==> src/sv/epsq_pkg.sv <==
// ----------------------------------------------------------------------------
// epsq_pkg
// Shared types, field widths and default sizes of the publish/subscribe
// event queue.
// ----------------------------------------------------------------------------
package epsq_pkg;

  // default sizes
  localparam int QUEUE_DEPTH_DEF  = 16;
  localparam int NUM_CONTROLS_DEF = 32;
  localparam int NUM_MODULES_DEF  = 16;
  localparam int VALUE_BITS_DEF   = 32;

  // fixed field widths on the stream ports
  localparam int OP_W      = 2;
  localparam int MOD_W     = 4;
  localparam int CTRL_W    = 5;
  localparam int DATA_W    = 32;
  localparam int MASK_W    = 16;
  localparam int S_TDATA_W = 48;
  localparam int M_TDATA_W = 56;

  typedef enum logic [OP_W-1:0] {
    OP_SUBSCRIBE = 2'd0,
    OP_PUBLISH   = 2'd1,
    OP_DISPATCH  = 2'd2
  } op_e;

endpackage

==> src/sv/epsq_ram.sv <==
// ----------------------------------------------------------------------------
// epsq_ram
// Simple dual-port RAM, one write and one read port, registered read data.
// ----------------------------------------------------------------------------
module epsq_ram #(
  parameter int WIDTH = 8,
  parameter int DEPTH = 16,
  localparam int AW = (DEPTH > 1) ? $clog2(DEPTH) : 1
) (
  input  logic             clk_i,
  input  logic             we_i,
  input  logic [AW-1:0]    waddr_i,
  input  logic [WIDTH-1:0] wdata_i,
  input  logic             re_i,
  input  logic [AW-1:0]    raddr_i,
  output logic [WIDTH-1:0] rdata_o
);

  logic [WIDTH-1:0] mem_q [DEPTH];
  logic [WIDTH-1:0] rdata_q;

  // read returns the old contents on a same-address write
  always_ff @(posedge clk_i) begin
    if (we_i) begin
      mem_q[waddr_i] <= wdata_i;
    end
    if (re_i) begin
      rdata_q <= mem_q[raddr_i];
    end
  end

  assign rdata_o = rdata_q;

endmodule

==> src/sv/event_publish_subscribe_queue.sv <==
// ----------------------------------------------------------------------------
// event_publish_subscribe_queue
// Event dispatcher: subscribe items set module bits in per-control masks,
// publish items push events into a ring fifo or drop them when it is full,
// dispatch items pop the oldest event and return it with the mask of its control.
// ----------------------------------------------------------------------------
// channel  dir  handshake                    payload
// s_axis   in   s_axis_tvalid/s_axis_tready  tuser: op, tdata: module, control, value
// m_axis   out  m_axis_tvalid/m_axis_tready  tuser: dispatched, tdata: result fields
//
// one item per cycle sustained while the output is not stalled; a result passes
// the queue ram read, then the subscriber mask ram read, before it is registered out
// after reset the mask rams are zeroed, every control in turn, with
// s_axis_tready low
// a stalled output holds one result and one more item in flight, then
// s_axis_tready drops
// ----------------------------------------------------------------------------
module event_publish_subscribe_queue
  import epsq_pkg::*;
#(
  parameter int QUEUE_DEPTH  = QUEUE_DEPTH_DEF,
  parameter int NUM_CONTROLS = NUM_CONTROLS_DEF,
  parameter int NUM_MODULES  = NUM_MODULES_DEF,
  parameter int VALUE_BITS   = VALUE_BITS_DEF
) (
  input  logic                 clk_i,
  input  logic                 rst_ni,
  input  logic                 s_axis_tvalid,
  output logic                 s_axis_tready,
  // module_req [3:0], control [8:4], value [40:9], zero [47:41]
  input  logic [S_TDATA_W-1:0] s_axis_tdata,
  // op [1:0]
  input  logic [OP_W-1:0]      s_axis_tuser,
  output logic                 m_axis_tvalid,
  input  logic                 m_axis_tready,
  // out_control [4:0], out_value [36:5], subscriber_mask [52:37],
  // dropped [53], queue_full [54], zero [55]
  output logic [M_TDATA_W-1:0] m_axis_tdata,
  // dispatched [0]
  output logic                 m_axis_tuser
);

  localparam int QA  = $clog2(QUEUE_DEPTH);
  localparam int CA  = $clog2(NUM_CONTROLS);
  localparam int NMB = NUM_MODULES - 1;
  localparam int VW  = (VALUE_BITS < DATA_W) ? VALUE_BITS : DATA_W;
  localparam int QW  = CTRL_W + VW;

  function automatic logic [QA-1:0] ptr_next(input logic [QA-1:0] p);
    if (p == QA'(QUEUE_DEPTH - 1)) begin
      return '0;
    end else begin
      return p + 1'b1;
    end
  endfunction

  // input fields
  op_e               in_op;
  logic [MOD_W-1:0]  in_module;
  logic [CTRL_W-1:0] in_control;
  logic [DATA_W-1:0] in_value;

  assign in_op      = op_e'(s_axis_tuser);
  assign in_module  = s_axis_tdata[3:0];
  assign in_control = s_axis_tdata[8:4];
  assign in_value   = s_axis_tdata[40:9];

  // queue state
  logic [QA-1:0] rd_q, rd_d, wr_q, wr_d;
  logic          full_q, full_d;

  // mask clearing after reset
  logic          clr_q;
  logic [CA-1:0] clr_cnt_q;

  // pipeline
  logic          s1_valid_q, s1_disp_q, s1_drop_q, s1_full_q;
  logic          m_valid_q, s2_disp_q, s2_inr_q, s2_drop_q, s2_full_q;
  logic [CTRL_W-1:0] s2_ctl_q;
  logic [VW-1:0]     s2_val_q;

  logic accept, adv2, ld1;
  logic sub_ok, push_ok, drop_now, pop_ok;
  logic [QW-1:0]     q_rdata;
  logic [CTRL_W-1:0] s1_ctl;
  logic [VW-1:0]     s1_val;
  logic [NMB-1:0]    mask_bits;

  assign adv2          = !m_valid_q || m_axis_tready;
  assign ld1           = !s1_valid_q || adv2;
  assign s_axis_tready = ld1 && !clr_q;
  assign accept        = s_axis_tvalid && s_axis_tready;

  always_comb begin
    sub_ok   = 1'b0;
    push_ok  = 1'b0;
    drop_now = 1'b0;
    pop_ok   = 1'b0;
    case (in_op)
      OP_SUBSCRIBE: begin
        sub_ok = (in_control != '0) && (32'(in_control) < NUM_CONTROLS) &&
                 (in_module != '0) && (32'(in_module) < NUM_MODULES);
      end
      OP_PUBLISH: begin
        push_ok  = (in_control != '0) && !full_q;
        drop_now = (in_control != '0) && full_q;
      end
      OP_DISPATCH: begin
        pop_ok = full_q || (rd_q != wr_q);
      end
      default: ;
    endcase
  end

  always_comb begin
    rd_d   = rd_q;
    wr_d   = wr_q;
    full_d = full_q;
    if (push_ok) begin
      wr_d   = ptr_next(wr_q);
      full_d = (ptr_next(wr_q) == rd_q);
    end else if (pop_ok) begin
      rd_d   = ptr_next(rd_q);
      full_d = 1'b0;
    end
  end

  always_ff @(posedge clk_i or negedge rst_ni) begin
    if (!rst_ni) begin
      rd_q   <= '0;
      wr_q   <= '0;
      full_q <= 1'b0;
    end else if (accept) begin
      rd_q   <= rd_d;
      wr_q   <= wr_d;
      full_q <= full_d;
    end
  end

  always_ff @(posedge clk_i or negedge rst_ni) begin
    if (!rst_ni) begin
      clr_q     <= 1'b1;
      clr_cnt_q <= '0;
    end else if (clr_q) begin
      clr_cnt_q <= clr_cnt_q + 1'b1;
      if (clr_cnt_q == CA'(NUM_CONTROLS - 1)) begin
        clr_q <= 1'b0;
      end
    end
  end

  // event storage: control in the low bits, value above
  epsq_ram #(
    .WIDTH(QW),
    .DEPTH(QUEUE_DEPTH)
  ) u_queue_ram (
    .clk_i  (clk_i),
    .we_i   (accept && push_ok),
    .waddr_i(wr_q),
    .wdata_i({in_value[VW-1:0], in_control}),
    .re_i   (accept && pop_ok),
    .raddr_i(rd_q),
    .rdata_o(q_rdata)
  );

  assign s1_ctl = q_rdata[CTRL_W-1:0];
  assign s1_val = q_rdata[QW-1:CTRL_W];

  // one single-bit ram per module 1 to NUM_MODULES-1, addressed by control code
  for (genvar b = 0; b < NMB; b++) begin : g_mask
    logic          we_b;
    logic [CA-1:0] waddr_b;

    assign we_b    = clr_q || (accept && sub_ok && (32'(in_module) == b + 1));
    assign waddr_b = clr_q ? clr_cnt_q : CA'(in_control);

    epsq_ram #(
      .WIDTH(1),
      .DEPTH(NUM_CONTROLS)
    ) u_mask_ram (
      .clk_i  (clk_i),
      .we_i   (we_b),
      .waddr_i(waddr_b),
      .wdata_i(!clr_q),
      .re_i   (adv2),
      .raddr_i(CA'(s1_ctl)),
      .rdata_o(mask_bits[b])
    );
  end

  // stage 1: queue read in flight
  always_ff @(posedge clk_i or negedge rst_ni) begin
    if (!rst_ni) begin
      s1_valid_q <= 1'b0;
    end else if (ld1) begin
      s1_valid_q <= accept;
    end
  end

  always_ff @(posedge clk_i) begin
    if (accept) begin
      s1_disp_q <= pop_ok;
      s1_drop_q <= drop_now;
      s1_full_q <= full_d;
    end
  end

  // stage 2: result register, mask ram data lands alongside
  always_ff @(posedge clk_i or negedge rst_ni) begin
    if (!rst_ni) begin
      m_valid_q <= 1'b0;
    end else if (adv2) begin
      m_valid_q <= s1_valid_q;
    end
  end

  always_ff @(posedge clk_i) begin
    if (adv2) begin
      s2_disp_q <= s1_disp_q;
      s2_ctl_q  <= s1_ctl;
      s2_val_q  <= s1_val;
      s2_inr_q  <= (32'(s1_ctl) < NUM_CONTROLS);
      s2_drop_q <= s1_drop_q;
      s2_full_q <= s1_full_q;
    end
  end

  logic [CTRL_W-1:0] out_ctl;
  logic [DATA_W-1:0] out_val;
  logic [63:0]       mask_ext;
  logic [MASK_W-1:0] out_mask;

  assign out_ctl  = s2_disp_q ? s2_ctl_q : '0;
  assign out_val  = s2_disp_q ? DATA_W'(s2_val_q) : '0;
  assign mask_ext = 64'(mask_bits);
  assign out_mask = (s2_disp_q && s2_inr_q) ? mask_ext[MASK_W-1:0] : '0;

  assign m_axis_tvalid = m_valid_q;
  assign m_axis_tuser  = s2_disp_q;
  assign m_axis_tdata  = {1'b0, s2_full_q, s2_drop_q, out_mask, out_val, out_ctl};

`ifndef NO_ASSERTIONS
  a_full_ptrs: assert property (@(posedge clk_i) disable iff (!rst_ni)
    full_q |-> (rd_q == wr_q))
    else $error("queue full with pointers apart");

  a_clr_blocks: assert property (@(posedge clk_i) disable iff (!rst_ni)
    clr_q |-> !s_axis_tready)
    else $error("item taken while masks are cleared");

  a_pop_clears_full: assert property (@(posedge clk_i) disable iff (!rst_ni)
    (accept && pop_ok) |=> !full_q)
    else $error("queue still full after a pop");

  a_disp_drop: assert property (@(posedge clk_i) disable iff (!rst_ni)
    m_valid_q |-> !(s2_disp_q && s2_drop_q))
    else $error("result both dispatched and dropped");

  a_s1_to_out: assert property (@(posedge clk_i) disable iff (!rst_ni)
    (s1_valid_q && adv2) |=> m_valid_q)
    else $error("item lost between stages");
`endif

endmodule
==> config.mk <==
export PLATFORM = sky130hd
export DESIGN_NAME = event_publish_subscribe_queue
export DESIGN_NICKNAME = d
export VERILOG_FILES = /design/src/sv/epsq_pkg.sv /design/src/sv/epsq_ram.sv /design/src/sv/event_publish_subscribe_queue.sv
export SDC_FILE = /design/constraint.sdc
export NUM_CORES = 1
export LEC_CHECK = 0
export BUFFER_PORTS_ARGS = -buffer_cell sky130_fd_sc_hd__clkbuf_2
export CAP_MARGIN = 20
export CORE_MARGIN = 2
export CORE_UTILIZATION = 60
export CTS_CLUSTER_SIZE = 40
export DETAILED_ROUTE_END_ITERATION = 16
export PLACE_DENSITY = 0.77
export SETUP_SLACK_MARGIN = 0.05
export SYNTH_ARGS = -nofsm -noshare
export SYNTH_HDL_FRONTEND = slang
export SYNTH_SLANG_ARGS = --single-unit
==> constraint.sdc <==
create_clock -name clk_i -period 12.5 [get_ports clk_i]
set_input_delay 1.875 -clock clk_i [delete_from_list [all_inputs] [get_ports clk_i]]
set_output_delay 1.875 -clock clk_i [all_outputs]
set_load 0.05 [all_outputs]
* After elaboration in Yosys (flattened, before gate mapping)
Memory sizes are Yosys's and may differ from the RTL's. A register that Yosys moved wholly into a read port is not among the register bits. Index checks and enable logic that the tools add are counted.
Word-level totals: register bits 60, bits in writable memories 1072, logic and storage cells 153, memories 16
Cells by class: add/sub/neg operators 3, eq/ne operators 22, multiplexer cells 46, bitwise logic cells 1, reduce and logical (&&, ||, !) cells 50
Memory list:
- u_queue_ram.mem_q | words 16, bits a word 37, rd ports 1, clocked after memory_dff 1, write ports 1, line epsq_ram.sv:19 | logic [WIDTH-1:0] mem_q [DEPTH];
- g_mask[0].u_mask_ram.mem_q | words 32, bits a word 1, rd ports 1, clocked after memory_dff 1, write ports 1, line epsq_ram.sv:19
- g_mask[10].u_mask_ram.mem_q | words 32, bits a word 1, rd ports 1, clocked after memory_dff 1, write ports 1, line epsq_ram.sv:19
- g_mask[11].u_mask_ram.mem_q | words 32, bits a word 1, rd ports 1, clocked after memory_dff 1, write ports 1, line epsq_ram.sv:19
- g_mask[12].u_mask_ram.mem_q | words 32, bits a word 1, rd ports 1, clocked after memory_dff 1, write ports 1, line epsq_ram.sv:19
- g_mask[13].u_mask_ram.mem_q | words 32, bits a word 1, rd ports 1, clocked after memory_dff 1, write ports 1, line epsq_ram.sv:19
- 10 more memories
Operator list (number):
- $eq 4x4->1 const B | 10
- $mux 1 | 39
- $mux 32 | 1
- $logic_and 1x1->1 | 23
- $logic_or 1x1->1 | 18
- $eq 4x3->1 const B | 4
- $mux 15 | 1
- $mux 4 | 3
- $mux 5 | 2
- $add 4x1->4 const B | 2
- $eq 4x2->1 const B | 2
- $add 5x1->5 const B | 1
- $eq 5x5->1 const B | 1
- $reduce_bool 5->1 | 1
- $eq 4x1->1 const B | 1
- $eq 4x4->1 | 1
- $logic_not 1->1 | 4
- $ne 4x4->1 | 1
- $reduce_bool 4->1 | 1
- $reduce_and 3->1 | 1
- $eq 2x1->1 const B | 1
- $eq 2x2->1 const B | 1
- $logic_not 2->1 | 1
- $reduce_and 2->1 | 1
- $not 1->1 | 1

* Depth between registers and ports, before layout
Gate-level depths: netlist of run 1.
word-level depth 10, depth in mapped cells 8

* Cells and area by module
A second synthesis of run 1 with hierarchy kept.
Second synthesis, totals: cell total of the unflattened synthesis 2993, area total of the unflattened synthesis 49072.1 µm²
By module, submodules not included:
- epsq_ram (u_queue_ram) | times used 1, cells an instance 963, area an instance 23312.4 µm², seq. area each 18888.1 µm²
- epsq_ram (g_mask[0].u_mask_ram ...) | times used 15, cells an instance 120, area an instance 1527.7 µm², seq. area each 991.0 µm²
- event_publish_subscribe_queue | times used 1, cells an instance 230, area an instance 2844.0 µm², seq. area each 1717.9 µm²

* Worst setup path after synthesis of run 1
No wires, ideal clock.
kind register to register, start point register clr_q, end point memory u_queue_ram.mem_q[3][0] in the netlist's numbering (enable), library setup time 0.477 ns, arrival time 9.934 ns, required time 12.023 ns, setup slack 2.088 ns, cell stages (with the launch flop) 6, buffers on the path 0, period minus slack after synthesis 10.412 ns, cells stage by stage dfstp_2 > inv_1 > nand3_2 > nor3_2 > nand2_1 > nor3_1
On the way: word-level cells in the longest chain between the ends 6
Ends and longest elaborated chain:
- start, declared | line event_publish_subscribe_queue.sv:73 | logic clr_q;
- start signal, assigned | line event_publish_subscribe_queue.sv:142 | clr_q <= 1'b1;
- start signal, assigned | line event_publish_subscribe_queue.sv:147 | clr_q <= 1'b0;
- $logic_not 1->1
- net g_mask[0].u_mask_ram.wdata_i | line epsq_ram.sv:13 | input logic [WIDTH-1:0] wdata_i,
- $logic_and 1x1->1 | line event_publish_subscribe_queue.sv:91 | assign s_axis_tready = ld1 && !clr_q;
- $logic_and 1x1->1 | line event_publish_subscribe_queue.sv:92 | assign accept = s_axis_tvalid && s_axis_tready;
- $logic_and 1x1->1 | line event_publish_subscribe_queue.sv:158 | .we_i (accept && push_ok),
- $mux 1 | line epsq_ram.sv:24 | if (we_i) begin
- $mux 1 (not written as such) | line epsq_ram.sv:25 | mem_q[waddr_i] <= wdata_i;
- end, declared | line epsq_ram.sv:19
The timed path passes the listed nets, and every way through them passes these cells.

* Worst setup path after layout of run 1
start point register clr_q, end point output s_axis_tready
On the way: word-level cells in the longest chain between the ends 2
Ends and longest elaborated chain:
- $logic_not 1->1
- net g_mask[0].u_mask_ram.wdata_i | line epsq_ram.sv:13
- $logic_and 1x1->1 | line event_publish_subscribe_queue.sv:91
- end, declared | line event_publish_subscribe_queue.sv:29 | output logic s_axis_tready,
The timed path passes the listed nets, and every way through them passes these cells.

==> results of run 1 <==
==> power breakdown <==
part	switching [uW]	internal [uW]	leakage, uW	total [uW]
logic	951	734	0.00464	1690
clock network	1450	1820	0.00175	3270
registers	145	4490	0.00911	4630
total	2550	7040	0.0155	9590
==> worst paths after layout <==
| check | from | endpoint | slack [ns] | cells past startpoint |
|---|---|---|---|---|
| max in group asynchronous | rst_ni | rd_q[2] | 10.92 | 1 |
| min in group asynchronous | rst_ni | s1_valid_q | 1.14 | 1 |
| setup reg to reg | clr_q | u_queue_ram.mem_q[11][28] | 7.80 | 6 |
| hold reg to reg | u_queue_ram.rdata_o[11] | s2_val_q[6] | 0.42 | 0 |
| hold / removal | u_queue_ram.rdata_o[11] | s2_val_q[6] | 0.42 | 0 |
| setup / recovery | clr_q | s_axis_tready | 7.70 | 3 |
==> metrics by stage <==
stage	cell area (um^2)	setup slack, ns	utilization [%]	std cells
final	53120	7.702	67.24	4105
after global routing	53110	7.487	67.23	4100
after CTS	53060	7.700	67.17	4097
after detailed placement	49480	7.292	62.64	3887
after global placement	49480	7.421	62.64	3887
after floorplan	47940	2.088	-	2889
==> cells in the final DEF, fill, tap and decap left out, drive strengths merged, types with 4 or more instances in the layout <==
cell,n
mux2,4
edfxtp,1167
bufinv,6
a211oi,37
nand2,79
xnor2,8
nand4,17
mux4,148
nand2b,14
ha,7
nor2b,44
clkbuf,244
nand3,34
clkinv,60
inv,10
a21oi,85
o21ai,4
nor4,5
nor2,506
mux2i,278
diode,6
and2,54
a22oi,60
dfrtp,16
a31oi,21
nor3,21
a22o,32
buf,59
==> kinds of logic after synthesis <==
group / count (synthesis)
AO/OA/AOI/OAI: 250
XOR/XNOR: 11
adder cells (fa/ha/maj): 7
buffers and inverters: 221
flip-flops: 1184
multiplexers: 430
other: 1
AND/OR/NAND/NOR: 784
==> final cells by class <==
type / instances / area, um^2 / area share [%]
multi-input combinational: 1484 / 11670 / 21.98
tap: 1050 / 1314 / 2.473
clock buffer: 141 / 2973 / 5.596
sequential: 1184 / 35490 / 66.80
timing repair buffer: 162 / 1011 / 1.903
antenna: 6 / 15.01 / 0.02826
inverter: 9 / 41.29 / 0.07773
clock inverter: 69 / 606.8 / 1.142
==> cell usage after synthesis (4+ instances only) <==
master and instances:
ha_1 7, a21oi_1 83, a22o_1 32, a31oi_1 17, mux2i_1 278, and2_1 54
edfxtp_1 1167, nand2b_1 14, nor2b_1 44, buf_4 8, nor2_1 506, dfrtp_1 16
inv_1 9, mux2_2 4, clkbuf_1 103, a211oi_1 37, a22oi_1 60, nand2_1 79
nor3_1 20, buf_2 94, nand3_1 33, xnor2_1 8, a31oi_2 4, mux4_2 148
nand4_1 17, buf_1 7
==> sequential cells by signal (all words and copies together) (netlist names), 4 cells and up <==
register / cells
s2_ctl_q: 5
u_queue_ram.rdata_o: 37
rd_q: 4
clr_cnt_q: 5
s2_val_q: 32
u_queue_ram.mem_q: 592
g_mask.u_mask_ram.mem_q: 480
g_mask.u_mask_ram.rdata_o: 15
wr_q: 4
==> per-layer routing <==
| layer | vias up | global-route usage (%) | wire [um] |
|---|---|---|---|
| li1 | 11170 | - | - |
| met1 | 13320 | 33.87 | 39360 |
| met2 | 1215 | 43.98 | 54040 |
| met3 | 217 | 5.127 | 9168 |
| met4 | 4 | 8.482 | 3139 |
| met5 | - | 0 | 67 |
==> worst max-delay path, cell delays in order (launching register included) <==
cell,delay [ns]
dfstp_2,1.16
inv_8,0.50
and2_1,0.32
clkbuf_2,0.23
==> summary.txt, run 1 <==
Sink Count: 1184
clock skew: 0.04791 ns
complex-gate fraction of the synthesized area: 3.605%
Layout area overhead: 10.83%
main area contributors after synthesis: edfxtp_1, mux4_2, mux2i_1
die width: 286.6 um
Final period util: 38.39%
vias in the first global route: 26.30k
EDFF count, synth: 1167
WP data required: 10.62 ns
xor/xnor share of the synthesized area: 0.2010%
Routed Wire Length: 105800 um
Die Y: 286.6 um
leakage power: 0.01551 uW
Max-slew headroom: 15.70%
DRC: 0
largest net degree at the start of global routing: 289
CTS resizes: 0
status: finished, final reports clean
Fill cells: 5026
hold buffers post-CTS: 0
Hold Crit Class: reg2reg
H-tree levels: 3
Initial Util: 60.67%
Warnings, synthesis: 0
post-synth cell types: 51
Max Clock Freq: 208.4 MHz
Final ANT Viol Nets: 0
setup TNS: 0 ns
Seq/Total Area, Yosys: 74.00%
RSZ-0062 raised after global routing: false
worst slew pin tran: 1.264 ns
max-cap viol count: 0
kind of critical path: reg2out
largest family of logic cells by synthesized area: multiplexers
PortBufs: 103
Clock Latency Late Sink: 0.71 ns
first-pass detailed-route iteration total: 7
Max clock buf depth: 3
Avg WL per Cell: 25.77 um
total global routing overflow: 0
GRT Resource Usage Total: 25.88%
Mapped Area: 47930 um^2
cell taking the most area after synthesis: edfxtp_1
layout cells sized above 1: 17.19%
worst-path fanout max: 198
pwr/cell area: 180.5 nW/um^2
Pins Over Slew Limit: 0
# IOs: 113
Seq cells post-synth: 1184
clock-pin slew on the worst setup and hold paths: 0.06 ns
multiplexer share of the synthesized area: 12.85%
Syn Area/Cell: 16.60 um^2
Detailed Route Iter0 Violations: 2980
CP Launch Type: flop
CORE AREA: 79000 um^2
ys flop type: edfxtp_1
CTS Buf Count: 112
async set or reset register ratio after synthesis: 1.436%
row cnt: 103
RePlAce Congestion: 0.8352
CTS tree: done
fin crit period: 4.798 ns
crit path DAT: 2.92 ns
via count: 25.93k
area share of the largest cell type after synthesis: 73.11%
simple-gate share of the synthesized area: 7.111%
first-pass GRT wire length: 157600 um
initial antenna violation count: 6
Synth Area in Adders: 0.1827%
VDD IR max: 0.0002077 V
Mapped Cells: 2888
worst hold margin: 0.4168 ns
Total Die Area: 82160 um^2
CTS root buffer: clkbuf_16
setup bufs post-CTS: 0
fin nets: 3014
via/cell ratio: 6.316
Hold Vio Cnt, Final: 0
CP Capture Type: primary output
total power draw: 9588 uW
final setup vio count: 0
post-DP HPWL: 57200 um
Power figures use the tool's default switching activity.
==> inputs of run 2 (changes only) <==
Settings changed: CORE_UTILIZATION 60 to 56, PLACE_DENSITY 0.77 to 0.75.
Clock period 12.5 ns to 4.2 ns, I/O delays scaled along.
==> run 2 against run 1 <==
Effect of this change:
- clock power grew to 3.1 times the previous value
- wire length grew 1.3%
- hold slack worse by 0.075 ns
- global-route usage down 1.3 points
- total power grew to 3.0 times the previous value
- setup slack got worse by 6.6 ns
- final cell count up 3.2%
- clock skew increased by 0.011 ns
- sequential power grew to 3.0 times the previous value
- critical endpoint is now u_queue_ram.mem_q[15][7]
- cell area up 1.5%
- register-to-register slack got worse by 6.7 ns
- critical path type is now reg2reg
- count of clock-buffer cells in the layout rose by 7
==> summary.txt, run 2 (synthesized netlist as in run 1, its figures left out) <==
via/cell ratio: 6.140 (-2.8%)
Comb power frac: 17.4% (-0.2 points)
clock skew: 0.05861 ns (+0.01070 ns)
post-DP HPWL: 60610 um (+6.0%)
max-cap viol count: 0 (unchanged)
worst-path fanout max: 23 (-88%)
Internal: 21590 uW (+210%)
via count: 26.02k (+0.37%)
max reg flops: 592 (unchanged)
clock-pin slew on the worst setup and hold paths: 0.06 ns (about the same)
Largest Register: u_queue_ram.mem_q
kind of critical path: reg2reg
Die Y: 296.6 um (+3.5%)
fin nets: 3058 (+1.5%)
vias in the first global route: 26.48k (+0.70%)
CORE AREA: 85010 um^2 (+7.6%)
total global routing overflow: 0 (unchanged)
Fill cells: 5781 (+15%)
WP data required: 4.53 ns (-6.09 ns)
CTS Buf Count: 115 (+2.7%)
Final period util: 74.49%
crit path DAT: 3.46 ns (+0.54 ns)
CTS root buffer: clkbuf_16
Clock Latency Late Sink: 0.70 ns (about the same)
first-pass GRT wire length: 160200 um (+1.6%)
Hold Crit Class: in2reg
worst hold margin: 0.3420 ns (-0.07482 ns)
Final Util: 63.44% (-3.8 points)
pre-CTS setup slack: 0.7695 ns (-6.522 ns)
status: finished, final reports clean
CP Launch Type: flop
pwr/cell area: 541.4 nW/um^2 (+200%)
Detailed Route Iter0 Violations: 3137 (+5.3%)
CTS tree: done
leakage power: 0.01581 uW (+1.9%)
first-pass detailed-route iteration total: 6 (-1)
Max Clock Freq: 319.7 MHz
Final ANT Viol Nets: 0 (unchanged)
RSZ-0062 raised after global routing: false
Setup WS post-layout: 1.072 ns (-6.630 ns)
worst slew pin tran: 1.040 ns (-0.2240 ns)
Pins Over Slew Limit: 0 (unchanged)
Routed Wire Length: 107100 um (+1.3%)
die width: 296.6 um (+3.5%)
largest net degree at the start of global routing: 148 (-49%)
# IOs: 113 (unchanged)
row cnt: 107 (+3.9%)
H-tree levels: 3 (unchanged)
DRC: 0 (unchanged)
CTS resizes: 0 (unchanged)
post-route cell area: 53930 um^2 (+1.5%)
RePlAce Congestion: 0.8356 (about the same)
CP Capture Type: flop
VDD IR max: 0.0004336 V (+110%)
Sink Count: 1184 (unchanged)
most frequent cells in the layout: edfxtp_1, nor2_1, mux2i_1, mux4_2, clkbuf_16
P_sw: 7609 uW (+200%)
Max clock buf depth: 3 (unchanged)
Total Die Area: 87950 um^2 (+7.0%)
Switching Fraction: 26.06% (-0.50 points)
Max-slew headroom: 30.64% (+15 points)
sequential share of power: 47.5% (-0.8 points)
Avg WL per Cell: 25.27 um (-1.9%)
Hold Vio Cnt, Final: 0 (unchanged)
GRT Resource Usage Total: 24.62% (-1.3 points)
setup TNS: 0 ns (unchanged)
most common cell after layout, fill and taps aside: edfxtp_1
PortBufs: 103 (unchanged)
Clk pwr share: 35.1% (+1.0 points)
initial antenna violation count: 7 (+1)
fin crit period: 3.128 ns
Layout area overhead: 12.51%
placed inst area: 50110 um^2 (+1.3%)
final setup vio count: 0 (unchanged)
Initial Util: 56.38% (-4.3 points)
layout cells sized above 1: 18.22% (+1.0 points)
-- run 2: cell types whose count changed in the layout (fill, tap and decap cells not counted), moves of 4 or more --
cell / delta
buf_12: +13
buf_4: +28
bufinv_16: +8
clkbuf_1: +8
clkbuf_8: -4
clkinv_1: -5
clkinv_2: -12
nor3_2: -5
nor3_4: +5
-- run 2: metrics by stage --
stage	cells	power, uW
after floorplan	2889	17710
after global placement	4022	19060
after detailed placement	4022	19190
after CTS	4233	29370
after global routing	4235	30150
final	4238	29200
-- run 2: repair_timing --
action,4_1_cts,5_1_grt
endpoints found under the hold margin,16,0
setup endpoints to repair,0,0
hold buffers,1,0
setup buffers,0,0
-- run 2: power by group through the flow --
| stage | clock, uW | combinational (uW) | sequential [uW] |
|---|---|---|---|
| 6_report | 10300 | 5080 | 13900 |
| 5_1_grt | 10800 | 5440 | 13900 |
| 4_1_cts | 10400 | 5130 | 13900 |
| 3_5_place_dp | 0 | 5080 | 14100 |
| 3_3_place_gp | 0 | 4960 | 14100 |
| 2_1_floorplan | 0 | 4040 | 13700 |
-- run 2: per-layer routing --
metal  track usage (%)  up-vias  wire length, um
li1                  -    11270                -
met5                 0        -               34
met1             31.90    13340            39900
met3             4.334      215             8907
met4             8.327        6             3257
met2             42.38     1201            55010
-- run 2: final cells by class --
type                    instances  area (um^2)  share of cell area, %
clock buffers                 148         3023                  5.605
well taps                    1144         1431                  2.654
diodes                          4        10.01                0.01856
clock inverters                62        752.0                  1.394
repair buffers                203         1476                  2.738
multi-input cells            1484        11710                  21.72
flip-flops and latches       1184        35490                  65.80
inverters                       9        37.54                0.06960
-- run 2: worst paths after layout --
kind                                         startpoint                        to  slack, ns  depth (start not counted)
worst min register to register  u_queue_ram.rdata_o[17]              s2_val_q[12]       0.42                          0
worst max register to register                    clr_q  u_queue_ram.mem_q[15][7]       1.07                          6
worst max-delay path                              clr_q  u_queue_ram.mem_q[15][7]       1.07                          6
max in group asynchronous                        rst_ni                     clr_q       3.32                          2
worst min-delay path                   s_axis_tdata[25]  u_queue_ram.mem_q[2][21]       0.34                          1
min in group asynchronous                        rst_ni             m_axis_tvalid       0.46                          2
-- run 2: critical path, stage by stage (launching register included) --
cell and delay [ns]:
dfstp_2 0.50, clkinvlp_4 0.24, nand3_2 0.31, nor3_4 0.41, nand2_2 0.25, nor2_4 0.54, buf_4 0.53
